==> src/hdl/eps_pkg.sv <==
`timescale 1ns / 1ps
// ----------------------------------------------------------------------------
// Engine plant step package
// Widths, fixed-point constants, microcode word layout and shared types.
// ----------------------------------------------------------------------------
package eps_pkg;

  localparam int TPS_W       = 14;
  localparam int EGT_W       = 14;
  localparam int RPM_W       = 15;
  localparam int PICK_W      = 9;
  localparam int PCT_W       = 14;
  localparam int SPD_ACC_W   = 31;
  localparam int EGT_ACC_W   = 30;
  localparam int TGT_W       = 33;
  localparam int MUL_W       = 33;
  localparam int PROD_W      = 66;
  localparam int STEP_W      = 4;
  localparam int CFG_IDX_W   = 3;
  localparam int CFG_DATA_W  = 15;
  localparam int IN_TDATA_W  = 32;
  localparam int OUT_TDATA_W = 72;

  localparam logic [TPS_W-1:0] TPS_MAX  = 14'd10000;
  localparam logic [RPM_W-1:0] RPM_MAX  = 15'd18000;
  localparam logic [RPM_W-1:0] RPM_BASE = 15'd1200;
  localparam logic [EGT_W-1:0] EGT_MIN  = 14'd200;
  localparam logic [EGT_W-1:0] EGT_MAX  = 14'd10000;
  localparam logic [PCT_W-1:0] PCT_MAX  = 14'd10000;

  // Accumulator values in Q.16.
  localparam logic [SPD_ACC_W-1:0] SPD_RESET      = 31'd78643200;
  localparam logic [EGT_ACC_W-1:0] EGT_RESET      = 30'd13107200;
  localparam logic signed [33:0]   SPD_MAX_Q      = 34'sd1179648000;
  localparam logic signed [33:0]   EGT_MIN_Q      = 34'sd13107200;
  localparam logic signed [33:0]   EGT_MAX_Q      = 34'sd655360000;
  localparam logic signed [TGT_W-1:0] EGT_FAULT_Q = 33'sd557056000;

  // Q0.16 lag gains.
  localparam logic signed [MUL_W-1:0] GAIN_RPM     = 33'sd1311;
  localparam logic signed [MUL_W-1:0] GAIN_FAULT   = 33'sd3277;
  localparam logic signed [MUL_W-1:0] GAIN_THERMAL = 33'sd328;

  // Reciprocals for exact division by constants over the value ranges used:
  // x/25 = (x*R25)>>23, x/15 = (x*R15)>>20, x/5 = (x*R5)>>34, x/9 = (x*R9)>>24.
  localparam logic signed [MUL_W-1:0] RECIP_25 = 33'sd335545;
  localparam logic signed [MUL_W-1:0] RECIP_15 = 33'sd69906;
  localparam logic signed [MUL_W-1:0] RECIP_5  = 33'sd3435973837;
  localparam logic signed [MUL_W-1:0] RECIP_9  = 33'sd1864136;

  typedef enum logic [CFG_IDX_W-1:0] {
    CFG_TPS_OVR_EN  = 3'd0,
    CFG_TPS_OVR_VAL = 3'd1,
    CFG_RPM_OVR_EN  = 3'd2,
    CFG_RPM_OVR_VAL = 3'd3,
    CFG_EGT_OVR_EN  = 3'd4,
    CFG_EGT_OVR_VAL = 3'd5,
    CFG_OVERHEAT    = 3'd6
  } cfg_idx_t;

  typedef struct packed {
    logic             tps_ovr_en;
    logic [TPS_W-1:0] tps_ovr_val;
    logic             rpm_ovr_en;
    logic [RPM_W-1:0] rpm_ovr_val;
    logic             egt_ovr_en;
    logic [EGT_W-1:0] egt_ovr_val;
    logic             overheat;
  } cfg_t;

  localparam cfg_t CFG_RESET = '{
    tps_ovr_en:  1'b0,
    tps_ovr_val: '0,
    rpm_ovr_en:  1'b0,
    rpm_ovr_val: 15'd1200,
    egt_ovr_en:  1'b0,
    egt_ovr_val: 14'd200,
    overheat:    1'b0
  };

  typedef enum logic [2:0] {
    MS_TPS_DIV25,
    MS_SPD_LAG,
    MS_PICKUP,
    MS_SPARK,
    MS_EGT_THERM,
    MS_EGT_FAULT,
    MS_PCT
  } mul_src_t;

  typedef enum logic [3:0] {
    WB_NONE,
    WB_SPD_TGT,
    WB_SPD_UPD,
    WB_SPD_FORCE,
    WB_PICKUP,
    WB_FAULT_TGT,
    WB_BASE_TGT,
    WB_ADD_SPARK,
    WB_EGT_UPD,
    WB_EGT_FORCE
  } wb_t;

  typedef enum logic [2:0] {
    BR_NEXT,
    BR_JUMP,
    BR_RPM_OVR,
    BR_EGT_OVR,
    BR_FAULT,
    BR_END
  } br_t;

  typedef struct packed {
    logic              mul_en;
    mul_src_t          mul_src;
    wb_t               wb;
    br_t               br;
    logic [STEP_W-1:0] target;
  } ctl_word_t;

  // First member ends up in the top bits, so rpm lands lowest.
  typedef struct packed {
    logic [PCT_W-1:0]  pct;
    logic [PICK_W-1:0] pickup;
    logic [EGT_W-1:0]  egt;
    logic [TPS_W-1:0]  tps;
    logic [RPM_W-1:0]  rpm;
  } result_t;

  // floor(r * 168 * 65536 / 100) for r = 0..24, the fractional part of the
  // speed target once the throttle is split into 25*q + r.
  function automatic logic [21:0] spd_frac_lut(input logic [4:0] r);
    logic [21:0] v;
    case (r)
      5'd0:    v = 22'd0;
      5'd1:    v = 22'd110100;
      5'd2:    v = 22'd220200;
      5'd3:    v = 22'd330301;
      5'd4:    v = 22'd440401;
      5'd5:    v = 22'd550502;
      5'd6:    v = 22'd660602;
      5'd7:    v = 22'd770703;
      5'd8:    v = 22'd880803;
      5'd9:    v = 22'd990904;
      5'd10:   v = 22'd1101004;
      5'd11:   v = 22'd1211105;
      5'd12:   v = 22'd1321205;
      5'd13:   v = 22'd1431306;
      5'd14:   v = 22'd1541406;
      5'd15:   v = 22'd1651507;
      5'd16:   v = 22'd1761607;
      5'd17:   v = 22'd1871708;
      5'd18:   v = 22'd1981808;
      5'd19:   v = 22'd2091909;
      5'd20:   v = 22'd2202009;
      5'd21:   v = 22'd2312110;
      5'd22:   v = 22'd2422210;
      5'd23:   v = 22'd2532311;
      5'd24:   v = 22'd2642411;
      default: v = 22'd0;
    endcase
    return v;
  endfunction

endpackage

==> src/hdl/eps_sequencer.sv <==
`timescale 1ns / 1ps
// ----------------------------------------------------------------------------
// Engine plant step microsequencer
// Step counter, microcode ROM and conditional branching for one tick.
// ----------------------------------------------------------------------------
module eps_sequencer (
  input  logic               clk,
  input  logic               rst_n,
  input  logic               start,
  input  logic               out_free,
  input  eps_pkg::cfg_t      cfg,
  output eps_pkg::ctl_word_t ctl,
  output logic               busy,
  output logic               step_en,
  output logic               done
);
  import eps_pkg::*;

  logic              busy_r, busy_nxt;
  logic [STEP_W-1:0] step_r, step_nxt;
  logic              take;

  function automatic ctl_word_t ucode(input logic [STEP_W-1:0] s);
    ctl_word_t w;
    w = '{mul_en: 1'b0, mul_src: MS_TPS_DIV25, wb: WB_NONE, br: BR_NEXT, target: '0};
    unique case (s)
      4'd0: begin
        w.mul_en = 1'b1; w.mul_src = MS_TPS_DIV25;
      end
      4'd1: begin
        w.wb = WB_SPD_TGT; w.br = BR_RPM_OVR; w.target = 4'd4;
      end
      4'd2: begin
        w.mul_en = 1'b1; w.mul_src = MS_SPD_LAG;
      end
      4'd3: begin
        w.wb = WB_SPD_UPD; w.br = BR_JUMP; w.target = 4'd5;
      end
      4'd4: begin
        w.wb = WB_SPD_FORCE;
      end
      4'd5: begin
        w.mul_en = 1'b1; w.mul_src = MS_PICKUP;
      end
      4'd6: begin
        w.wb = WB_PICKUP; w.br = BR_EGT_OVR; w.target = 4'd13;
      end
      4'd7: begin
        w.wb = WB_FAULT_TGT; w.br = BR_FAULT; w.target = 4'd11;
      end
      4'd8: begin
        w.mul_en = 1'b1; w.mul_src = MS_SPARK; w.wb = WB_BASE_TGT;
      end
      4'd9: begin
        w.wb = WB_ADD_SPARK;
      end
      4'd10: begin
        w.mul_en = 1'b1; w.mul_src = MS_EGT_THERM; w.br = BR_JUMP; w.target = 4'd12;
      end
      4'd11: begin
        w.mul_en = 1'b1; w.mul_src = MS_EGT_FAULT;
      end
      4'd12: begin
        w.wb = WB_EGT_UPD; w.br = BR_JUMP; w.target = 4'd14;
      end
      4'd13: begin
        w.wb = WB_EGT_FORCE;
      end
      4'd14: begin
        w.mul_en = 1'b1; w.mul_src = MS_PCT;
      end
      4'd15: begin
        w.br = BR_END;
      end
      default: begin
        w.br = BR_END;
      end
    endcase
    return w;
  endfunction

  always_comb begin
    ctl     = ucode(step_r);
    step_en = busy_r && ((ctl.br != BR_END) || out_free);
    done    = step_en && (ctl.br == BR_END);
    busy    = busy_r;
  end

  always_comb begin
    unique case (ctl.br)
      BR_JUMP:    take = 1'b1;
      BR_RPM_OVR: take = cfg.rpm_ovr_en;
      BR_EGT_OVR: take = cfg.egt_ovr_en;
      BR_FAULT:   take = cfg.overheat;
      default:    take = 1'b0;
    endcase
  end

  always_comb begin
    busy_nxt = busy_r;
    step_nxt = step_r;
    if (step_en) begin
      step_nxt = take ? ctl.target : step_r + STEP_W'(1);
    end
    if (done) begin
      busy_nxt = 1'b0;
    end
    // A new tick may start on the same edge that the previous one finishes.
    if (start) begin
      busy_nxt = 1'b1;
      step_nxt = '0;
    end
  end

  always_ff @(posedge clk) begin
    if (!rst_n) begin
      busy_r <= 1'b0;
      step_r <= '0;
    end else begin
      busy_r <= busy_nxt;
      step_r <= step_nxt;
    end
  end

endmodule

==> src/hdl/eps_datapath.sv <==
`timescale 1ns / 1ps
// ----------------------------------------------------------------------------
// Engine plant step datapath
// Plant state, one shared multiplier and the write-back operations it feeds.
// ----------------------------------------------------------------------------
module eps_datapath (
  input  logic                        clk,
  input  logic                        rst_n,
  input  logic                        load,
  input  logic [eps_pkg::TPS_W-1:0]   in_tps,
  input  logic [eps_pkg::EGT_W-1:0]   in_egt,
  input  logic                        in_spark,
  input  eps_pkg::cfg_t               cfg,
  input  eps_pkg::ctl_word_t          ctl,
  input  logic                        step_en,
  output eps_pkg::result_t            res
);
  import eps_pkg::*;

  logic [SPD_ACC_W-1:0]     spd_acc_r, spd_acc_nxt;
  logic [EGT_ACC_W-1:0]     egt_acc_r, egt_acc_nxt;
  logic signed [TGT_W-1:0]  tgt_r, tgt_nxt;
  logic signed [PROD_W-1:0] prod_r, prod_nxt;
  logic [PICK_W-1:0]        pick_r, pick_nxt;
  logic [TPS_W-1:0]         tps_r;
  logic [EGT_W-1:0]         base_r;
  logic                     spark_r;

  logic [TPS_W-1:0]         tps_act, tps_clip;
  logic [EGT_W-1:0]         egt_clip, egt_force;
  logic [RPM_W-1:0]         rpm_force;
  logic signed [TGT_W-1:0]  spd_diff, egt_diff;
  logic [32:0]              spark_sum, egt_x5;
  logic signed [MUL_W-1:0]  a_op, b_op;

  logic [8:0]               quot25;
  logic [TPS_W-1:0]         mul25, rem_full;
  logic [RPM_W-1:0]         spd_base;
  logic signed [TGT_W-1:0]  spd_tgt;
  logic signed [31:0]       lag_q;
  logic signed [33:0]       spd_sum, egt_sum;
  logic [SPD_ACC_W-1:0]     spd_clamp;
  logic [EGT_ACC_W-1:0]     egt_clamp;
  logic [17:0]              pct_raw;

  // Input capture: active throttle and clamped baseline.
  always_comb begin
    tps_act  = cfg.tps_ovr_en ? cfg.tps_ovr_val : in_tps;
    tps_clip = (tps_act > TPS_MAX) ? TPS_MAX : tps_act;
    if (in_egt < EGT_MIN) begin
      egt_clip = EGT_MIN;
    end else if (in_egt > EGT_MAX) begin
      egt_clip = EGT_MAX;
    end else begin
      egt_clip = in_egt;
    end
  end

  // Multiplier operand selection.
  always_comb begin
    spd_diff  = tgt_r - $signed({2'b00, spd_acc_r});
    egt_diff  = tgt_r - $signed({3'b000, egt_acc_r});
    spark_sum = {1'b0, tps_r, 18'd0} + {2'b00, spd_acc_r} + {1'b0, spd_acc_r, 1'b0};
    egt_x5    = {1'b0, egt_acc_r, 2'b00} + {3'b000, egt_acc_r};
    case (ctl.mul_src)
      MS_TPS_DIV25: begin
        a_op = $signed({19'd0, tps_r});
        b_op = RECIP_25;
      end
      MS_SPD_LAG: begin
        a_op = spd_diff;
        b_op = GAIN_RPM;
      end
      MS_PICKUP: begin
        // rpm/60 taken as (rpm/4)/15
        a_op = $signed({20'd0, spd_acc_r[30:18]});
        b_op = RECIP_15;
      end
      MS_SPARK: begin
        // x/10 taken as (x/2)/5
        a_op = $signed({1'b0, spark_sum[32:1]});
        b_op = RECIP_5;
      end
      MS_EGT_THERM: begin
        a_op = egt_diff;
        b_op = GAIN_THERMAL;
      end
      MS_EGT_FAULT: begin
        a_op = egt_diff;
        b_op = GAIN_FAULT;
      end
      MS_PCT: begin
        // acc*10/(9*65536) taken as ((acc*5)>>15)/9
        a_op = $signed({15'd0, egt_x5[32:15]});
        b_op = RECIP_9;
      end
      default: begin
        a_op = '0;
        b_op = '0;
      end
    endcase
    prod_nxt = a_op * b_op;
  end

  // Write-back arithmetic on the registered product.
  always_comb begin
    quot25   = prod_r[31:23];
    mul25    = {1'b0, quot25, 4'd0} + {2'b00, quot25, 3'd0} + {5'd0, quot25};
    rem_full = tps_r - mul25;
    spd_base = RPM_BASE + {1'b0, quot25, 5'd0} + {3'b000, quot25, 3'd0}
             + {5'd0, quot25, 1'b0};
    spd_tgt  = $signed({2'b00, spd_base, 16'd0})
             + $signed({11'd0, spd_frac_lut(rem_full[4:0])});

    // Upper product bits give the floor of the signed product over 65536.
    lag_q   = $signed(prod_r[47:16]);
    spd_sum = $signed({3'b000, spd_acc_r}) + $signed({{2{lag_q[31]}}, lag_q});
    egt_sum = $signed({4'b0000, egt_acc_r}) + $signed({{2{lag_q[31]}}, lag_q});

    if (spd_sum < 34'sd0) begin
      spd_clamp = '0;
    end else if (spd_sum > SPD_MAX_Q) begin
      spd_clamp = SPD_MAX_Q[SPD_ACC_W-1:0];
    end else begin
      spd_clamp = spd_sum[SPD_ACC_W-1:0];
    end

    if (egt_sum < EGT_MIN_Q) begin
      egt_clamp = EGT_MIN_Q[EGT_ACC_W-1:0];
    end else if (egt_sum > EGT_MAX_Q) begin
      egt_clamp = EGT_MAX_Q[EGT_ACC_W-1:0];
    end else begin
      egt_clamp = egt_sum[EGT_ACC_W-1:0];
    end

    rpm_force = (cfg.rpm_ovr_val > RPM_MAX) ? RPM_MAX : cfg.rpm_ovr_val;
    if (cfg.egt_ovr_val < EGT_MIN) begin
      egt_force = EGT_MIN;
    end else if (cfg.egt_ovr_val > EGT_MAX) begin
      egt_force = EGT_MAX;
    end else begin
      egt_force = cfg.egt_ovr_val;
    end

    spd_acc_nxt = spd_acc_r;
    egt_acc_nxt = egt_acc_r;
    tgt_nxt     = tgt_r;
    pick_nxt    = pick_r;
    case (ctl.wb)
      WB_SPD_TGT:   tgt_nxt = spd_tgt;
      WB_SPD_UPD:   spd_acc_nxt = spd_clamp;
      WB_SPD_FORCE: spd_acc_nxt = {rpm_force, 16'd0};
      WB_PICKUP:    pick_nxt = prod_r[28:20];
      WB_FAULT_TGT: tgt_nxt = EGT_FAULT_Q;
      WB_BASE_TGT:  tgt_nxt = $signed({3'b000, base_r, 16'd0});
      WB_ADD_SPARK: begin
        if (spark_r) begin
          tgt_nxt = tgt_r + $signed({3'b000, prod_r[63:34]});
        end
      end
      WB_EGT_UPD:   egt_acc_nxt = egt_clamp;
      WB_EGT_FORCE: egt_acc_nxt = {egt_force, 16'd0};
      default: ;
    endcase

    pct_raw = prod_r[41:24];
  end

  always_ff @(posedge clk) begin
    if (!rst_n) begin
      spd_acc_r <= SPD_RESET;
      egt_acc_r <= EGT_RESET;
    end else if (step_en) begin
      spd_acc_r <= spd_acc_nxt;
      egt_acc_r <= egt_acc_nxt;
    end
  end

  always_ff @(posedge clk) begin
    if (load) begin
      tps_r   <= tps_clip;
      base_r  <= egt_clip;
      spark_r <= in_spark;
    end
    if (step_en) begin
      tgt_r  <= tgt_nxt;
      pick_r <= pick_nxt;
      if (ctl.mul_en) begin
        prod_r <= prod_nxt;
      end
    end
  end

  // The percentage is read straight off the product on the final step.
  always_comb begin
    res.rpm    = spd_acc_r[30:16];
    res.tps    = tps_r;
    res.egt    = egt_acc_r[29:16];
    res.pickup = pick_r;
    res.pct    = (pct_raw > {4'd0, PCT_MAX}) ? PCT_MAX : pct_raw[PCT_W-1:0];
  end

endmodule

==> src/hdl/engine_plant_sim_step_top.sv <==
`timescale 1ns / 1ps
// ----------------------------------------------------------------------------
// Engine plant step, top level
// Advances an engine speed and exhaust temperature model by one tick per
// input transaction and reports speed, throttle, temperature, pickup
// frequency and temperature percentage.
// ----------------------------------------------------------------------------
// Each input transaction is one 10 ms tick and yields exactly one result
// transaction. A tick runs through a 16-step microprogram that drives one
// shared 33 x 33 multiplier, one step per clock, though the final step waits
// while the output register is still full; the rpm and temperature overrides
// and the overheat ramp skip steps. The next tick is accepted on the same
// edge on which the previous result moves into the output register.
// Configuration writes take effect at once and should be made between ticks.
module engine_plant_sim_step_top (
  input  logic                              clk,
  input  logic                              rst_n,
  // tdata: tps_sample[13:0], egt_sample[27:14], zero fill [31:28]
  input  logic [eps_pkg::IN_TDATA_W-1:0]    in_tdata,
  // tuser: spark_present
  input  logic                              in_tuser,
  input  logic                              in_tvalid,
  output logic                              in_tready,
  // tdata: rpm_out[14:0], tps_out[28:15], egt_out[42:29],
  //        pickup_freq_hz[51:43], egt_pct[65:52], zero fill [71:66]
  output logic [eps_pkg::OUT_TDATA_W-1:0]   out_tdata,
  output logic                              out_tvalid,
  input  logic                              out_tready,
  input  logic                              cfg_we,
  input  logic [eps_pkg::CFG_IDX_W-1:0]     cfg_index,
  input  logic [eps_pkg::CFG_DATA_W-1:0]    cfg_wdata
);
  import eps_pkg::*;

  cfg_t      cfg_r, cfg_nxt;
  ctl_word_t ctl;
  result_t   res;
  result_t   out_data_r;
  logic      out_valid_r, out_valid_nxt;
  logic      busy, step_en, done, out_free, in_accept;

  always_comb begin
    cfg_nxt = cfg_r;
    if (cfg_we) begin
      unique case (cfg_index)
        CFG_TPS_OVR_EN:  cfg_nxt.tps_ovr_en  = cfg_wdata[0];
        CFG_TPS_OVR_VAL: cfg_nxt.tps_ovr_val = cfg_wdata[TPS_W-1:0];
        CFG_RPM_OVR_EN:  cfg_nxt.rpm_ovr_en  = cfg_wdata[0];
        CFG_RPM_OVR_VAL: cfg_nxt.rpm_ovr_val = cfg_wdata[RPM_W-1:0];
        CFG_EGT_OVR_EN:  cfg_nxt.egt_ovr_en  = cfg_wdata[0];
        CFG_EGT_OVR_VAL: cfg_nxt.egt_ovr_val = cfg_wdata[EGT_W-1:0];
        CFG_OVERHEAT:    cfg_nxt.overheat    = cfg_wdata[0];
        default: ;
      endcase
    end
  end

  always_ff @(posedge clk) begin
    if (!rst_n) begin
      cfg_r <= CFG_RESET;
    end else begin
      cfg_r <= cfg_nxt;
    end
  end

  assign out_free  = !out_valid_r || out_tready;
  assign in_tready = !busy || done;
  assign in_accept = in_tvalid && in_tready;

  eps_sequencer u_seq (
    .clk      (clk),
    .rst_n    (rst_n),
    .start    (in_accept),
    .out_free (out_free),
    .cfg      (cfg_r),
    .ctl      (ctl),
    .busy     (busy),
    .step_en  (step_en),
    .done     (done)
  );

  eps_datapath u_dp (
    .clk      (clk),
    .rst_n    (rst_n),
    .load     (in_accept),
    .in_tps   (in_tdata[TPS_W-1:0]),
    .in_egt   (in_tdata[TPS_W+EGT_W-1:TPS_W]),
    .in_spark (in_tuser),
    .cfg      (cfg_r),
    .ctl      (ctl),
    .step_en  (step_en),
    .res      (res)
  );

  always_comb begin
    out_valid_nxt = out_valid_r;
    if (done) begin
      out_valid_nxt = 1'b1;
    end else if (out_tready) begin
      out_valid_nxt = 1'b0;
    end
  end

  always_ff @(posedge clk) begin
    if (!rst_n) begin
      out_valid_r <= 1'b0;
    end else begin
      out_valid_r <= out_valid_nxt;
    end
  end

  always_ff @(posedge clk) begin
    if (done) begin
      out_data_r <= res;
    end
  end

  assign out_tvalid = out_valid_r;
  assign out_tdata  = {(OUT_TDATA_W - $bits(result_t))'(0), out_data_r};

endmodule

==> config.mk <==
export PLATFORM = sky130hd
export DESIGN_NAME = engine_plant_sim_step_top
export DESIGN_NICKNAME = d
export VERILOG_FILES = /design/src/hdl/eps_pkg.sv /design/src/hdl/eps_sequencer.sv /design/src/hdl/eps_datapath.sv /design/src/hdl/engine_plant_sim_step_top.sv
export SDC_FILE = /design/constraint.sdc
export NUM_CORES = 2
export LEC_CHECK = 0
export BUFFER_PORTS_ARGS = -buffer_cell sky130_fd_sc_hd__buf_4
export CELL_PAD_IN_SITES_DETAIL_PLACEMENT = 1
export CELL_PAD_IN_SITES_GLOBAL_PLACEMENT = 2
export CORE_MARGIN = 4
export CORE_UTILIZATION = 38
export CTS_BUF_LIST = sky130_fd_sc_hd__clkbuf_16
export CTS_CLUSTER_DIAMETER = 150
export CTS_CLUSTER_SIZE = 14
export DETAILED_ROUTE_END_ITERATION = 6
export PLACE_DENSITY_LB_ADDON = 0.1
export SLEW_MARGIN = 10
export SYNTH_ARGS = -nofsm -noshare
export SYNTH_HDL_FRONTEND = slang
export SYNTH_HIERARCHICAL = 1
export SYNTH_SLANG_ARGS = --single-unit
==> constraint.sdc <==
create_clock -name clk -period 12.7 [get_ports clk]
set_input_delay 1.905 -clock clk [delete_from_list [all_inputs] [get_ports clk]]
set_output_delay 1.905 -clock clk [all_outputs]
set_load 0.01 [all_outputs]
**After elaboration in Yosys (flattened, before gate mapping)**

Memories as Yosys holds them, arrays and structs flattened.
Index checks and enable logic that the tools add are counted.

- Input bits: 56
- Memory bits (read-only): 704
- Logic and storage cells: 154
- Output and inout bits: 74
- Memories: 1
- Register bits: 315

- Order comparisons: 11
- Eq/ne operators: 43
- Muxes and demuxes: 25
- Bitwise logic cells: 1
- Reductions and logical operators: 32
- Multiply operators: 1
- Add/subtract/negate cells: 16

Memories:

| name | words | bits a word | read ports | clocked after memory_dff | wr ports | line | text |
|---|---|---|---|---|---|---|---|
| (name not given) | 32 | 22 | 1 | 0 | 0 | eps_pkg.sv:134 | `case (r)` |

Operators by type and width:

| cell | count |
|---|---|
| $pmux W32 S7 | 1 |
| $pmux W33 S6 | 1 |
| $pmux W33 S4 | 1 |
| $mul A33 B33 Y64 | 1 |
| $mux W31 | 2 |
| $pmux W31 S2 | 1 |
| $mux W30 | 2 |
| $pmux W30 S2 | 1 |
| $mux W14 | 4 |
| $gt A14 B14 Y1 const B | 3 |
| $eq A4 B4 Y1 const B | 10 |
| $pmux W4 S9 | 1 |
| $gt A34 B31 Y1 const B | 1 |
| $gt A34 B32 Y1 const B | 1 |
| $lt A34 B1 Y1 const B | 1 |
| $lt A34 B25 Y1 const B | 1 |
| $add A31 B32 Y33 | 1 |
| $add A32 B30 Y33 | 1 |
| $add A32 B31 Y33 | 1 |
| $add A32 B32 Y33 | 1 |
| $add A33 B31 Y33 | 1 |
| $add A33 B32 Y33 | 1 |
| $mux W33 | 1 |
| $sub A33 B31 Y33 | 1 |
| other kinds (38) | 89 |

**Longest topological paths before layout**

- Word-level depth: 10
- Mapped depth: 59
- Mapped depth without buffers: 53

**By module**

The synthesis kept the hierarchy.

By module, submodules not included:

| module | cells each | sequential area each (µm²) | instances | area an instance (µm²) |
|---|---|---|---|---|
| eps_datapath | 5,418 | 4,794.6 | 1 | 49,023.3 |
| engine_plant_sim_step_top | 262 | 2,942.8 | 1 | 3,935.0 |
| eps_sequencer | 100 | 100.1 | 1 | 694.4 |

**Least setup slack after synthesis**

OpenSTA, ideal clock, no wires.

- Path kind: reg-to-reg
- Start: register u_seq.step_r[2]
- End: register u_dp.prod_r[63] (data pin)
- Library setup time: 258 ps
- Path buffers: 8
- Required time: 12,442 ps
- Path slack: -924 ps
- Stages on the path, launching flop included: 55
- Period minus slack after synthesis: 13,624 ps
- Data arrival time: 13,366 ps
- Cell sequence: dfxtp_1 -> buf_6 -> buf_6 -> clkbuf_1 -> nand2_1 -> a21boi_0 -> o22ai_1 -> buf_2 -> buf_1 -> nand2_1 -> or2_2 -> clkbuf_1 -> and2_1 -> clkbuf_1 -> nor2_1 -> clkbuf_1 -> nand2_1 -> nand2_1 -> [... 19 more ...] -> fa_1 -> inv_1 -> fa_1 -> fa_1 -> fa_1 -> fa_1 -> ha_1 -> a21o_1 -> a21oi_1 -> nor2b_1 -> o21a_1 -> o41ai_1 -> nor2b_1 -> a2bb2oi_1 -> a211oi_1 -> o21ai_0 -> xnor2_1 -> xnor2_1

RTL lines:

| what | line | text |
|---|---|---|
| from (decl) | eps_sequencer.sv:20 | `logic [STEP_W-1:0] step_r, step_nxt;` |
| from (signal assigned) | eps_sequencer.sv:121 | `step_r <= step_nxt;` |
| to (signal assigned) | eps_datapath.sv:189 | `prod_r <= prod_nxt;` |
| to (decl) | eps_datapath.sv:23 | `logic signed [PROD_W-1:0] prod_r, prod_nxt;` |

==> impl_metrics.json <==
{
  "dpl-instance-area_sq_mm": 0.0597,
  "worstHoldPathType": "reg -> reg",
  "clock-root-buffer": "clkbuf_16",
  "fp.dieH_um": 384,
  "timing.critical_path.to": "u_dp/prod_r[57]",
  "final_core_utilization": 0.435,
  "setup.worst_path.class": "reg -> reg",
  "critical_path.slowest_cell": "fa_1",
  "worst_slew_margin_rel": 0.202,
  "gp_congestion": 0.942,
  "place.port_buffers": 119,
  "cell_count_post_placement": 8118,
  "placeableCoreArea_sq_mm": 0.140,
  "tightest_pin_transition_ns": 1.19,
  "hold_viol": 0,
  "layout-drive-gt1-share": 0.113,
  "grt_pass1_vias": 46600,
  "gr-total-overflow": 0,
  "critPathMaxFanout": 6,
  "instances_no_fill": 8172,
  "postRouteWirelength_um": 219000,
  "skew_ns": 0.0700,
  "chipWidth_um": 384,
  "crit_start_category": "flip-flop",
  "area_growth_syn_to_layout_pct": 13.4,
  "first_pass_grt_wire_length_um": 318000,
  "cts_num_sinks": 299,
  "cts_buffer_depth": 3,
  "syn_area_sq_mm": 0.0536,
  "fmax_mhz": 81.4,
  "critical_path_required_ns": 13.07,
  "worst-path-stages": 51,
  "number_of_top_level_design_ports": 130,
  "start_util": 0.384,
  "syn_inst": 5779,
  "detail_route.vias_per_cell": 5.40,
  "timing.critical_path.slowest_cell_delay_ns": 0.54,
  "cts_hold_buf": 0,
  "post-route-drc-count": 0,
  "htreeDepth": 1,
  "clock_insertion_delay_worst_skew_ns": 0.63,
  "antenna_violating_nets_post_route": 0,
  "postLayoutCellArea_sq_mm": 0.0608,
  "r2r_end": "u_dp/prod_r[57]",
  "cp_data_arrival_time_ns": 12.67,
  "hpwlAfterDp_um": 188000,
  "via_count": 44100,
  "tritoncts": "built",
  "worst-r2r-cell-count": 51,
  "buf_inv_on_cp": 10,
  "number_of_buffers_inserted_during_clock_tree_synthesis": 26,
  "num_rows": 137,
  "number_of_max_slew_violations_in_the_final_report": 0,
  "grt_antenna_before_repair": 15,
  "grt_util_all_layers": 0.295,
  "worst_hold_startpoint": "u_dp/pick_r[3]",
  "detailedRoute.firstIterationViolations": 3348,
  "num-nets-final": 7710,
  "max_cap_viol_count": 0,
  "design.die.area_sq_mm": 0.147,
  "run_status": "complete, no violations",
  "layout_min_cycle_time_ns": 12.29,
  "critical_path_sink_type": "flip-flop",
  "per_instance_average_area_after_synthesis_sq_um": 9.28,
  "firstDrtPassIters": 5,
  "worst_case_register_to_register_setup_slack_ns": 0.41,
  "clkTransAtPathRegs_ns": 0.09,
  "synthesis.yosys.warnings": 6,
  "critPathLaunch": "u_seq/step_r[0]",
  "pin_count_of_the_biggest_net_entering_global_routing": 61,
  "post-route-period-util": 0.968,
  "worst_path_dominant_cell_family": "adder cells",
  "finalSetupViolations": 0,
  "wl_per_cell_um": 26.7,
  "worstReg2RegStart": "u_seq/step_r[0]"
}
## layout make-up
| cell class | count | area, sq um |
|---|---|---|
| Timing Repair Buffer | 535 | 4120 |
| Antenna cell | 2 | 5.00 |
| Inverter | 1128 | 4240 |
| Tap cell | 1876 | 2350 |
| Sequential cell | 299 | 7840 |
| Clock buffer | 27 | 676 |
| Clock inverter | 20 | 95.1 |
| Multi-Input combinational cell | 4285 | 41500 |
| Fill cell | 16300 | 79000 |
## state kept, by name, indices dropped and copies added, names as in the netlist, 14 cells and up
register	flops
out_tdata	66
u_dp/prod_r	48
cfg_r	47
u_dp/tgt_r	33
u_dp/spd_acc_r	31
u_dp/egt_acc_r	30
u_dp/base_r	14
u_dp/tps_r	14
## worst register-to-register path: cells and delay by family (launching register included)
family,cells,cell delay [ns]
XOR/XNOR,1,0.09
AND/OR/NAND/NOR,9,1.41
multiplexers,1,0.29
flip-flops,1,0.35
adder cells (fa/ha/maj),11,4.67
buffers and inverters,10,1.15
AO/OA/AOI/OAI,19,4.06
## per-layer routing
metal,global-route usage,up-vias,wire length (um)
met3,0.0415,204,13400
met5,0,-,47
met1,0.437,23000,103000
met4,0.0681,6,6460
met2,0.457,1152,95500
li1,-,19700,-
## metrics by stage
step	setup WS [ns]	hold slack (ns)	setup TNS, ns
2_1_floorplan	0.0117	0.400	0
3_3_place_gp	-0.127	0.404	-0.339
3_5_place_dp	-0.229	0.408	-2.03
4_1_cts	0.00660	0.424	0
5_1_grt	-0.0331	0.438	-0.140
6_report	0.408	0.421	0
## placed cells by master, fill, tap and decap left out, types with 55 or more instances in the layout
cell,n
a21o_1,104
a21oi_1,278
and2_1,58
and3_1,55
buf_4,524
conb_1,129
dfxtp_1,112
edfxtp_1,185
fa_1,893
ha_1,476
inv_1,1138
mux2i_1,105
nand2_1,447
nand2b_1,79
nand3_1,73
nor2_1,373
nor3_1,66
o21ai_0,189
xnor2_1,144
xor2_1,67
## worst min path at each step
stage	to	slack [ns]	cells past startpoint
2_1_floorplan	out_tdata[43]	0.40	0
3_3_place_gp	out_tdata[47]	0.40	0
3_5_place_dp	out_tdata[46]	0.41	0
4_1_cts	out_tdata[46]	0.42	0
5_1_grt	out_tdata[46]	0.44	0
6_report	out_tdata[46]	0.42	0
## repair_timing
action	CTS	global route
gates resized for setup	16	56
setup endpoints to repair	17	34
setup buffers	1	4
pin swaps	4	16
Power is not shown: default switching activity piles up to over one toggle a cycle in this logic, so the estimate is an artifact.
